==> src/rtl/core/bdpc_pkg.sv <==
// ----------------------------------------------------------------------------
// Button debounce and press classifier package
// Shared widths, reset values, register indexes and the structs that travel
// between the configuration block, the classifier and the top level.
// ----------------------------------------------------------------------------
`default_nettype none

package bdpc_pkg;

    // Default width of the internal time arithmetic.
    localparam int unsigned TIME_WIDTH_DEF = 32;

    // Fixed widths of the ports.
    localparam int unsigned CFG_WIDTH     = 32;
    localparam int unsigned CFG_IDX_WIDTH = 2;
    localparam int unsigned STAMP_WIDTH   = 32;

    // Configuration register indexes.
    localparam logic [CFG_IDX_WIDTH-1:0] REG_DEBOUNCE    = 2'd0;
    localparam logic [CFG_IDX_WIDTH-1:0] REG_SHORT_LIMIT = 2'd1;
    localparam logic [CFG_IDX_WIDTH-1:0] REG_LONG_LIMIT  = 2'd2;

    // Reset values of the configuration registers, in microseconds.
    localparam logic [CFG_WIDTH-1:0] DEBOUNCE_RST    = 32'd50000;
    localparam logic [CFG_WIDTH-1:0] SHORT_LIMIT_RST = 32'd500000;
    localparam logic [CFG_WIDTH-1:0] LONG_LIMIT_RST  = 32'd1000000;

    typedef struct packed {
        logic [CFG_WIDTH-1:0] debounce_us;
        logic [CFG_WIDTH-1:0] short_limit_us;
        logic [CFG_WIDTH-1:0] long_limit_us;
    } cfg_t;

    typedef struct packed {
        logic pressing;
        logic steady_level;
        logic press_edge;
        logic release_edge;
        logic short_press_event;
        logic long_press_event;
    } result_t;

endpackage

`default_nettype wire

==> src/rtl/core/bdpc_cfg_regs.sv <==
// ----------------------------------------------------------------------------
// Configuration registers
// Holds the debounce time and the short and long press limits. Writes to an
// index beyond the register list are dropped.
// ----------------------------------------------------------------------------
`default_nettype none

module bdpc_cfg_regs
(
    input  wire logic                                 clk,
    input  wire logic                                 rst_n,
    input  wire logic                                 wr_en,
    input  wire logic [bdpc_pkg::CFG_IDX_WIDTH-1:0]   wr_index,
    input  wire logic [bdpc_pkg::CFG_WIDTH-1:0]       wr_data,
    output bdpc_pkg::cfg_t                            cfg
);

    bdpc_pkg::cfg_t cfg_reg;
    bdpc_pkg::cfg_t cfg_next;

    always_comb
    begin
        cfg_next = cfg_reg;
        if (wr_en)
        begin
            case (wr_index)
                bdpc_pkg::REG_DEBOUNCE:    cfg_next.debounce_us    = wr_data;
                bdpc_pkg::REG_SHORT_LIMIT: cfg_next.short_limit_us = wr_data;
                bdpc_pkg::REG_LONG_LIMIT:  cfg_next.long_limit_us  = wr_data;
                default:                   cfg_next = cfg_reg;
            endcase
        end
    end

    always_ff @(posedge clk or negedge rst_n)
    begin
        if (!rst_n)
        begin
            cfg_reg.debounce_us    <= bdpc_pkg::DEBOUNCE_RST;
            cfg_reg.short_limit_us <= bdpc_pkg::SHORT_LIMIT_RST;
            cfg_reg.long_limit_us  <= bdpc_pkg::LONG_LIMIT_RST;
        end
        else
        begin
            cfg_reg <= cfg_next;
        end
    end

    assign cfg = cfg_reg;

endmodule

`default_nettype wire

==> src/rtl/core/bdpc_classify.sv <==
// ----------------------------------------------------------------------------
// Debounce and press classifier core
// Holds the debounce and press state and computes one scan's result. The
// state advances only on a cycle where step is high.
// ----------------------------------------------------------------------------
`default_nettype none

module bdpc_classify
#(
    parameter int unsigned TIME_WIDTH = bdpc_pkg::TIME_WIDTH_DEF
)
(
    input  wire logic                   clk,
    input  wire logic                   rst_n,
    input  wire logic                   step,
    input  wire logic                   raw,
    input  wire logic [TIME_WIDTH-1:0]  now,
    input  bdpc_pkg::cfg_t              cfg,
    output bdpc_pkg::result_t           res
);

    logic                  last_raw_reg,     last_raw_next;
    logic [TIME_WIDTH-1:0] change_stamp_reg, change_stamp_next;
    logic                  cur_steady_reg,   cur_steady_next;
    logic                  held_reg,         held_next;
    logic                  long_done_reg,    long_done_next;
    logic [TIME_WIDTH-1:0] press_stamp_reg,  press_stamp_next;

    logic [TIME_WIDTH-1:0] debounce_lim;
    logic [TIME_WIDTH-1:0] short_lim;
    logic [TIME_WIDTH-1:0] long_lim;
    logic [TIME_WIDTH-1:0] settle_diff;
    logic [TIME_WIDTH-1:0] hold_diff;
    logic                  raw_changed;
    logic                  settled;
    logic                  press_edge;
    logic                  release_edge;
    logic                  short_ev;
    logic                  long_ev;

    // Limits taken at the width of the time arithmetic.
    assign debounce_lim = TIME_WIDTH'(cfg.debounce_us);
    assign short_lim    = TIME_WIDTH'(cfg.short_limit_us);
    assign long_lim     = TIME_WIDTH'(cfg.long_limit_us);

    always_comb
    begin
        raw_changed       = (raw != last_raw_reg);
        last_raw_next     = raw;
        change_stamp_next = raw_changed ? now : change_stamp_reg;

        // A raw change restarts the timer, so the difference is then zero.
        settle_diff = now - change_stamp_next;
        settled     = (settle_diff >= debounce_lim);

        press_edge   = settled &&  cur_steady_reg && !raw;
        release_edge = settled && !cur_steady_reg &&  raw;

        cur_steady_next = settled ? raw  : cur_steady_reg;
        held_next       = settled ? !raw : held_reg;

        // Hold time against the stored press stamp. A press edge never coincides
        // with a release edge and long_ev excludes it, so neither event can fire on that scan.
        hold_diff = now - press_stamp_reg;
        short_ev  = release_edge && (hold_diff < short_lim);
        long_ev   = held_next && !long_done_reg && !press_edge && (hold_diff > long_lim);

        press_stamp_next = press_edge ? now : press_stamp_reg;
        if (press_edge)
        begin
            long_done_next = 1'b0;
        end
        else
        begin
            long_done_next = long_done_reg || long_ev;
        end

        res.pressing          = held_next;
        res.steady_level      = cur_steady_next;
        res.press_edge        = press_edge;
        res.release_edge      = release_edge;
        res.short_press_event = short_ev;
        res.long_press_event  = long_ev;
    end

    always_ff @(posedge clk or negedge rst_n)
    begin
        if (!rst_n)
        begin
            last_raw_reg     <= 1'b1;
            change_stamp_reg <= '0;
            cur_steady_reg   <= 1'b1;
            held_reg         <= 1'b0;
            long_done_reg    <= 1'b0;
            press_stamp_reg  <= '0;
        end
        else if (step)
        begin
            last_raw_reg     <= last_raw_next;
            change_stamp_reg <= change_stamp_next;
            cur_steady_reg   <= cur_steady_next;
            held_reg         <= held_next;
            long_done_reg    <= long_done_next;
            press_stamp_reg  <= press_stamp_next;
        end
    end

endmodule

`default_nettype wire

==> src/rtl/core/button_debounce_press_classifier.sv <==
// A scan beat passes the input register and then the result register before its result is out.
// One scan per cycle while results are not stalled; the classifier state updates once per scan in one pass.
// The result register accepts a new beat whenever it is empty or its beat is taken that cycle.
// Reset (rst_n low, asynchronous) empties both registers, restores the register defaults and
// returns the button state to released, not pressing, with all time stamps at zero.
// ----------------------------------------------------------------------------
// Button debounce and press classifier
// Debounces an active-low button sampled with a microsecond timestamp and
// reports the steady level, the pressing state, press and release edges, and
// short and long press events, one result beat per scan beat.
// ----------------------------------------------------------------------------
`default_nettype none

module button_debounce_press_classifier
#(
    parameter int unsigned TIME_WIDTH = bdpc_pkg::TIME_WIDTH_DEF
)
(
    input  wire logic                                 clk,
    input  wire logic                                 rst_n,

    // Scan input channel.
    input  wire logic                                 in_valid,
    output wire logic                                 in_stall,
    input  wire logic                                 raw_level,
    input  wire logic [bdpc_pkg::STAMP_WIDTH-1:0]     now_us,

    // Result channel.
    output wire logic                                 out_valid,
    input  wire logic                                 out_stall,
    output wire logic                                 pressing,
    output wire logic                                 steady_level,
    output wire logic                                 press_edge,
    output wire logic                                 release_edge,
    output wire logic                                 short_press_event,
    output wire logic                                 long_press_event,

    // Configuration write channel.
    input  wire logic                                 cfg_valid,
    output wire logic                                 cfg_ready,
    input  wire logic [bdpc_pkg::CFG_IDX_WIDTH-1:0]   cfg_index,
    input  wire logic [bdpc_pkg::CFG_WIDTH-1:0]       cfg_data
);

    bdpc_pkg::cfg_t    cfg;
    bdpc_pkg::result_t res;
    bdpc_pkg::result_t res_reg;

    logic                  in_valid_reg, in_valid_next;
    logic                  raw_reg;
    logic [TIME_WIDTH-1:0] now_reg;
    logic                  out_valid_reg, out_valid_next;
    logic                  in_accept;
    logic                  res_load;
    logic                  step;

    // The configuration port never pushes back.
    assign cfg_ready = 1'b1;

    bdpc_cfg_regs u_cfg_regs
    (
        .clk      (clk),
        .rst_n    (rst_n),
        .wr_en    (cfg_valid),
        .wr_index (cfg_index),
        .wr_data  (cfg_data),
        .cfg      (cfg)
    );

    // The result register takes a beat when it is empty or being drained.
    // The input register only pushes back when it holds a beat that cannot
    // move on, so a new scan is taken every cycle as long as results flow.
    assign res_load  = !out_valid_reg || !out_stall;
    assign in_stall  = in_valid_reg && !res_load;
    assign in_accept = in_valid && !in_stall;
    assign step      = in_valid_reg && res_load;

    assign in_valid_next  = in_accept || (in_valid_reg && !res_load);
    assign out_valid_next = step || (out_valid_reg && out_stall);

    always_ff @(posedge clk or negedge rst_n)
    begin
        if (!rst_n)
        begin
            in_valid_reg  <= 1'b0;
            out_valid_reg <= 1'b0;
        end
        else
        begin
            in_valid_reg  <= in_valid_next;
            out_valid_reg <= out_valid_next;
        end
    end

    // Input register payload. The timestamp is brought to the width of the
    // time arithmetic here: truncated when narrower, zero extended when wider.
    always_ff @(posedge clk)
    begin
        if (in_accept)
        begin
            raw_reg <= raw_level;
            now_reg <= TIME_WIDTH'(now_us);
        end
    end

    bdpc_classify
    #(
        .TIME_WIDTH (TIME_WIDTH)
    )
    u_classify
    (
        .clk   (clk),
        .rst_n (rst_n),
        .step  (step),
        .raw   (raw_reg),
        .now   (now_reg),
        .cfg   (cfg),
        .res   (res)
    );

    // Result register payload.
    always_ff @(posedge clk)
    begin
        if (step)
        begin
            res_reg <= res;
        end
    end

    assign out_valid         = out_valid_reg;
    assign pressing          = res_reg.pressing;
    assign steady_level      = res_reg.steady_level;
    assign press_edge        = res_reg.press_edge;
    assign release_edge      = res_reg.release_edge;
    assign short_press_event = res_reg.short_press_event;
    assign long_press_event  = res_reg.long_press_event;

    // The pressing flag always mirrors the steady level.
    assert property (@(posedge clk) disable iff (!rst_n)
        out_valid |-> (pressing == !steady_level))
        else $error("pressing does not mirror the steady level");

    // A short press is only ever reported together with a release edge.
    assert property (@(posedge clk) disable iff (!rst_n)
        (out_valid && short_press_event) |-> release_edge)
        else $error("short press reported without a release edge");

    // A press edge leaves the button held, and never fires a long press.
    assert property (@(posedge clk) disable iff (!rst_n)
        (out_valid && press_edge) |-> (pressing && !release_edge && !long_press_event))
        else $error("inconsistent press edge result");

    // The input side only stalls while a result beat is held back.
    assert property (@(posedge clk) disable iff (!rst_n)
        in_stall |-> (out_valid && out_stall))
        else $error("input stalled without a stalled result");

endmodule

`default_nettype wire
==> config.mk <==
export PLATFORM = sky130hd
export DESIGN_NAME = button_debounce_press_classifier
export DESIGN_NICKNAME = d
export VERILOG_FILES = /design/src/rtl/core/bdpc_pkg.sv /design/src/rtl/core/bdpc_cfg_regs.sv /design/src/rtl/core/bdpc_classify.sv /design/src/rtl/core/button_debounce_press_classifier.sv
export SDC_FILE = /design/constraint.sdc
export NUM_CORES = 1
export LEC_CHECK = 0
export ABC_AREA = 1
export BUFFER_PORTS_ARGS = -buffer_cell sky130_fd_sc_hd__buf_4
export CAP_MARGIN = 20
export CORE_UTILIZATION = 31
export CTS_CLUSTER_DIAMETER = 30
export CTS_CLUSTER_SIZE = 40
export DETAILED_ROUTE_END_ITERATION = 10
export GPL_TIMING_DRIVEN = 0
export MAX_ROUTING_LAYER = met4
export PLACE_DENSITY = 0.45
export SYNTH_ARGS = -nofsm -noshare
export SYNTH_HDL_FRONTEND = slang
export SYNTH_SLANG_ARGS = --single-unit
==> constraint.sdc <==
create_clock -name clk -period 4.15 [get_ports clk]
set_clock_uncertainty 0.1 [all_clocks]
set_input_delay 0.6225 -clock clk [delete_from_list [all_inputs] [get_ports clk]]
set_output_delay 0.6225 -clock clk [all_outputs]
set_load 0.02 [all_outputs]
Word-level counts from Yosys, hierarchy flattened
Cells that the tools add are included.
{"block": "word_totals", "wordCells": 60, "inputBits": 72, "output_inout_bits": 9, "regBits": 205}
{"block": "op_classes", "order_cmp": 3, "addsub": 2, "reduce_logical": 29, "eq_ne": 3, "muxes": 4}
{"cell": "$sub 32x32->32", "count": 2}
{"cell": "$ge 32x32->1", "count": 1}
{"cell": "$gt 32x32->1", "count": 1}
{"cell": "$lt 32x32->1", "count": 1}
{"cell": "$mux 32", "count": 1}
{"cell": "$logic_and 1x1->1", "count": 12}
{"cell": "$logic_not 1->1", "count": 8}
{"cell": "$reduce_and 2->1", "count": 4}
{"cell": "$logic_or 1x1->1", "count": 4}
{"cell": "$mux 1", "count": 3}
{"cell": "$eq 2x1->1 const B", "count": 1}
{"cell": "$eq 2x2->1 const B", "count": 1}
{"cell": "$logic_not 2->1", "count": 1}
{"cell": "$ne 1x1->1", "count": 1}

Logic depth before layout (Yosys ltp)
{"block": "depth", "depth_word": 11, "ltp_mapped": 35, "ltp_nobuf": 32}

Cells and area by module
A second synthesis with hierarchy kept.
{"block": "hier_totals", "hier_cells": 1942, "hier_area_um2": 14729.1}
{"mod": "bdpc_classify", "cells_per_inst": 1462, "instances": 1, "seq_area_each_um2": 1704.1, "area_per_inst_um2": 9427.8}
{"mod": "bdpc_cfg_regs", "cells_per_inst": 427, "instances": 1, "seq_area_each_um2": 2427.3, "area_per_inst_um2": 4023.9}
{"mod": "button_debounce_press_classifier", "cells_per_inst": 53, "instances": 1, "seq_area_each_um2": 1221.2, "area_per_inst_um2": 1277.5}

Worst setup path after synthesis
Ideal clock, no wire load.
{"block": "synth_timing", "kind": "register -> register", "from": "reg u_classify.last_raw_reg", "to": "reg u_classify.press_stamp_reg[10]", "path_buffers": 4, "arrival_time_ps": 4013, "period_less_slack_ps": 4244, "path_slack_ps": -94, "path_stages_with_launch": 30, "path_cell_list": "dfstp_2 -> nand2_1 -> nand2_1 -> clkbuf_1 -> clkbuf_1 -> nand2_1 -> o21ai_0 -> ha_1 -> a21oi_1 -> o21ai_0 -> a21oi_1 -> nor3_1 -> a211oi_1 -> nand2_1 -> nand2_1 -> nand2_1 -> ha_1 -> nand2_1 -> nor2_1 -> nand2_1 -> nor2_1 -> nand4_1 -> nand3_2 -> nand2_1 -> inv_2 -> nand2_1 -> buf_6 -> buf_6 -> nand2_1 -> o21ai_0"}
{"block": "synth_between", "elab_chain_len": 7}
{"element": "from (decl)", "line_no": "bdpc_classify.sv:22", "source": "logic last_raw_reg, last_raw_next;"}
{"element": "from (signal assigned)", "line_no": "bdpc_classify.sv:99", "source": "last_raw_reg <= last_raw_next;"}
{"element": "$ne 1x1->1", "line_no": "bdpc_classify.sv:48", "source": "raw_changed = (raw != last_raw_reg);"}
{"element": "$mux 32", "line_no": "bdpc_classify.sv:50", "source": "change_stamp_next = raw_changed ? now : change_stamp_reg;"}
{"element": "$sub 32x32->32", "line_no": "bdpc_classify.sv:53", "source": "settle_diff = now - change_stamp_next;"}
{"element": "$ge 32x32->1", "line_no": "bdpc_classify.sv:54", "source": "settled = (settle_diff >= debounce_lim);"}
{"element": "$logic_and 1x1->1 (2 in series)", "line_no": "bdpc_classify.sv:56", "source": "press_edge = settled && cur_steady_reg && !raw;"}
{"element": "net u_classify.press_edge", "line_no": "bdpc_classify.sv:36", "source": "logic press_edge;"}
{"element": "$reduce_and 2->1 (no line)"}
{"element": "to (signal assigned)", "line_no": "bdpc_classify.sv:104", "source": "press_stamp_reg <= press_stamp_next;"}
{"element": "to (decl)", "line_no": "bdpc_classify.sv:27", "source": "logic [TIME_WIDTH-1:0] press_stamp_reg, press_stamp_next;"}
The timed path passes the listed nets, and every way through them passes these cells.
A chain may end at the register's enable or synchronous reset.

Worst setup path after layout
{"block": "layout_timing", "from": "reg raw_reg", "to": "reg u_classify.press_stamp_reg[1]"}
{"block": "layout_between", "elab_chain_len": 7, "elab_cells_between_ends": 8}
{"element": "from (decl)", "line_no": "button_debounce_press_classifier.sv:50", "source": "logic raw_reg;"}
{"element": "from (signal assigned)", "line_no": "button_debounce_press_classifier.sv:101", "source": "raw_reg <= raw_level;"}
{"element": "$ne 1x1->1", "line_no": "bdpc_classify.sv:48"}
{"element": "$mux 32", "line_no": "bdpc_classify.sv:50"}
{"element": "$sub 32x32->32", "line_no": "bdpc_classify.sv:53"}
{"element": "$ge 32x32->1", "line_no": "bdpc_classify.sv:54"}
{"element": "$logic_and 1x1->1", "line_no": "bdpc_classify.sv:56"}
{"element": "$logic_and 1x1->1 *", "line_no": "bdpc_classify.sv:56"}
{"element": "net u_classify.press_edge", "line_no": "bdpc_classify.sv:36"}
{"element": "$reduce_and 2->1 (no line) *"}
The timed path passes the listed nets; every way through them passes the cells marked *.

==> impl_results.rst <==
.. list-table::
   :header-rows: 1

   * - Metric
     - Value
   * - Violations in the final reports
     - setup timing
   * - Via Count
     - around 13000
   * - Hpwl dp
     - 35000 um
   * - LEAKAGE
     - 9.476 nW
   * - Number of enable-type register cells in the synthesized netlist
     - 39
   * - R2R cell count
     - 32
   * - Largest buffer count on any clock path
     - 3
   * - Critical Path Max Stage Delay
     - 510 ps
   * - Final setup violation count
     - 40
   * - Worst Setup EP
     - u_classify.press_stamp_reg[1]$_DFFE_PN0P_
   * - Power density over the cells
     - approximately 800 mW/mm^2
   * - DRT Wirelength
     - roughly 46000 um
   * - # IOs
     - 81
   * - Final count of hold timing violations
     - 0
   * - Most frequent cells after synthesis
     - 459 x nand2_1, 312 x inv_1, 210 x o21ai_0
   * - Initial DRC count
     - about 730
   * - Synthesis-stage register bit count
     - 205
   * - Share of cells above drive strength 1
     - 0.2789
   * - Count of H-tree levels built during CTS
     - 2
   * - Clk slew on worst S/H paths
     - about 50 ps
   * - Max Slew Vio Count
     - 0
   * - Clock insertion delay at the later pin of the skew report
     - 600 ps
   * - Post-Syn Area
     - roughly 0.014 mm^2
   * - Worst path setup slack after routing
     - -297.2 ps
   * - Max rail drop VDD
     - 0.0004043 V
   * - Count of port buffers added during placement
     - 79
   * - Area Growth Syn to Fin
     - 41.17%
   * - Post-detailed-route DRC marker count
     - 0
   * - Final nets
     - approximately 2300
   * - Final instance area
     - ~0.02 mm^2
   * - Cell with the most instances after synthesis
     - nand2_1
   * - Setup TNS Final
     - -9557 ps
   * - Vertical extent of the die
     - around 210 um
   * - CP max FO
     - 7
   * - Die area
     - ~0.046 mm^2
   * - Placed Area
     - roughly 0.015 mm^2
   * - Critical Path End Type
     - flop
   * - Cell repeated most along the worst path
     - nand2_2
   * - Syn Nets
     - 2068
   * - Initial core utilization
     - 0.3154
   * - Worst slew margin relative to its limit
     - 0.4712
   * - Clock tree from TritonCTS
     - built
   * - Number of global-route vias before repair
     - between 10000 and 15000
   * - Gate count after technology mapping
     - ~1800
   * - Overall Power
     - between 15 and 20 mW
   * - Critical path startpoint
     - raw_reg$_DFFE_PP_
   * - GPL Wtd Cong
     - 0.9299
   * - Hold/Removal Path Class
     - input pin to flop
   * - Row cnt
     - 77
   * - Count of max-cap constraint violations
     - 0
   * - Count of cell types in the netlist
     - approximately 40
   * - Global-route wire length before repair
     - approximately 70000 um
   * - Avg Cell Area, Syn
     - between 7 and 8 um^2
   * - Flip-flop count of the largest register, all copies and words added
     - between 90 and 100
   * - R2R Path End
     - u_classify.press_stamp_reg[1]$_DFFE_PN0P_
   * - Router iterations before antenna repair
     - 5
   * - Cell type contributing the most total cell area after synthesis
     - dfrtp_1
   * - Vias per Instance
     - 4.781
   * - Count of clock tree sinks
     - ~200
   * - Met1 Track Usage GR
     - 0.2618
   * - Synth Flop Type
     - dfrtp_1
   * - Critical path launch point type
     - flop
   * - Root buffer selected by CTS
     - clkbuf_16
   * - Average detailed-routed wire length per instance
     - 17.08 um
   * - Worst-case register-to-register setup slack
     - -300 ps
   * - Synth warn
     - 0
   * - Worst slack at placement
     - -2018 ps
   * - Core Box Area
     - approximately 0.044 mm^2
   * - Area contributors post-synth
     - dfrtp_1 26%, ha_1 14%, nand2_1 12%, edfxtp_1 8.4%, inv_1 8.4%
   * - GR Layer Usage met3
     - 0.03021
   * - Proportion of synthesized flip-flops having asynchronous set or reset
     - 0.8098
   * - Largest net degree at the start of global routing
     - 90
   * - Status
     - finished, violations left
   * - Number of antenna violations at the first check in global routing
     - 1
   * - Final min period
     - between 4000 and 5000 ps
   * - Fill count
     - approximately 4500
   * - GRT Util Overall
     - 0.2036
   * - Gr busiest metal
     - met2
   * - Data arrival time of the critical path
     - 4820 ps
   * - Area share of the largest cell type after synthesis
     - 0.2578
   * - Worst r2r src
     - raw_reg$_DFFE_PP_
   * - Required @ worst endpoint
     - around 4500 ps
   * - Number of CTS-inserted buffers
     - between 60 and 70
   * - RSZ-0062 raised after global routing
     - true
   * - Start-to-end type of the worst setup path
     - flop to flop
   * - Highest clock rate
     - approximately 220 MHz
   * - Met2 capacity usage during global routing
     - 0.3279
   * - Global route total overflow
     - 0
   * - Chip Width
     - between 200 and 250 um
   * - Slowest stage cell on the critical path
     - edfxtp_1
   * - Count of antenna diodes in the layout
     - 0
   * - Sequential-to-total area share from yosys stat
     - 0.3829
   * - Final ANT Viol Nets
     - 0
   * - Post-route clock period utilization
     - 1.072
   * - Least-Margin Pin Slew
     - around 800 ps
   * - Core occupancy in the finished layout
     - 0.4453
==> routing by layer <==
metal | vias up | share of wire
li1 | 6433 | -
met1 | 6087 | 0.46
met2 | 277 | 0.47
met3 | 79 | 0.043
met4 | 0 | 0.025
met5 | - | 0
==> metrics by stage <==
| stage | std cells | hold WS (ps) |
|---|---|---|
| after floorplan | 1843 | 226.9 |
| after global placement | 2514 | 366.7 |
| after detailed placement | 2515 | 370.8 |
| after CTS | 2671 | 62.45 |
| after global routing | 2693 | 73.46 |
| final | 2693 | 101.0 |
==> final cells by class <==
cell class	instances	area, um^2	share of cell area
plain buffers	38	327.8	0.01661
well taps	592	740.7	0.03753
clock inverters	33	470.5	0.02384
flip-flops and latches	205	5353	0.2712
clock buffers	81	1692	0.08572
inverters	316	1189	0.06023
multi-input cells	1283	8703	0.4410
repair buffers	145	1260	0.06384
==> worst max-delay path: cells and delay by family, from the launching register on <==
| family | cells | cell delay, ps |
|---|---|---|
| fa+ha+maj | 2 | 530 |
| buf+inv | 7 | 970 |
| flops | 1 | 510 |
| compound gates | 4 | 420 |
| simple gates | 19 | 1810 |
==> logic make-up (layout without fill, tap and decap cells) <==
| family | Yosys count | count (layout) | synth area share |
|---|---|---|---|
| adder cells (fa/ha/maj) | 153 | 153 | 0.1375 |
| other | 1 | 1 | 0.0002682 |
| XOR/XNOR | 43 | 43 | 0.02694 |
| buffers and inverters | 355 | 613 | 0.09988 |
| AND/OR/NAND/NOR | 677 | 677 | 0.1999 |
| flip-flops | 205 | 205 | 0.3829 |
| AO/OA/AOI/OAI | 409 | 409 | 0.1526 |
==> layout by cell type (no fill, tap or decap), types with 7 or more instances in the layout <==
cell       instances
xor2_1            26
dfstp_2           22
xnor2_1           13
nor2_1            74
inv_1            295
nand2_2           78
o21ai_1           35
nand4_1           15
nor2_2            16
nor3_1            13
nor3_2             7
o21a_1             9
clkbuf_8          10
ha_1             120
clkinv_2          11
bufinv_16         10
ha_4              28
nand3_2           20
edfxtp_1          39
clkbuf_1          35
clkbuf_16         66
buf_12             8
o21ai_2           37
a21oi_4           12
a21oi_1          105
dfrtp_1          144
nand3_1           34
nand2_1          369
inv_2             20
nand2_4           26
a21oi_2           22
buf_4            130
nor2_4            11
o21ai_0          158
==> worst min path at each step <==
stage                                                startpoint                                     endpoint  slack [ps]  cells after the start
floorplan                                                 rst_n                       in_valid_reg$_DFF_PN0_         230                      0
global placement    u_classify.change_stamp_reg[28]$_DFFE_PN0P_  u_classify.change_stamp_reg[28]$_DFFE_PN0P_         370                      2
detailed placement  u_classify.change_stamp_reg[21]$_DFFE_PN0P_  u_classify.change_stamp_reg[21]$_DFFE_PN0P_         370                      2
CTS                                                  now_us[15]                        now_reg[15]$_DFFE_PP_          60                      1
global route                                         now_us[15]                        now_reg[15]$_DFFE_PP_          70                      1
finish                                               now_us[17]                        now_reg[17]$_DFFE_PP_         100                      1
==> where the power goes <==
group | internal [mW] | switching, mW
Clock | 3.46 | 1.41
Sequential | 2.56 | 0.302
Combinational | 3.05 | 4.60
Total | 9.07 | 6.31
==> what timing repair did <==
action	CTS	global route
buffers inserted	38	25
resized for setup	155	292
setup endpoints to repair	41	41
hold endpoints to repair	70	0
gates cloned	4	2
pin swaps	64	108
hold buffers	1	0
No activity file was read; power rests on OpenSTA's default activity.
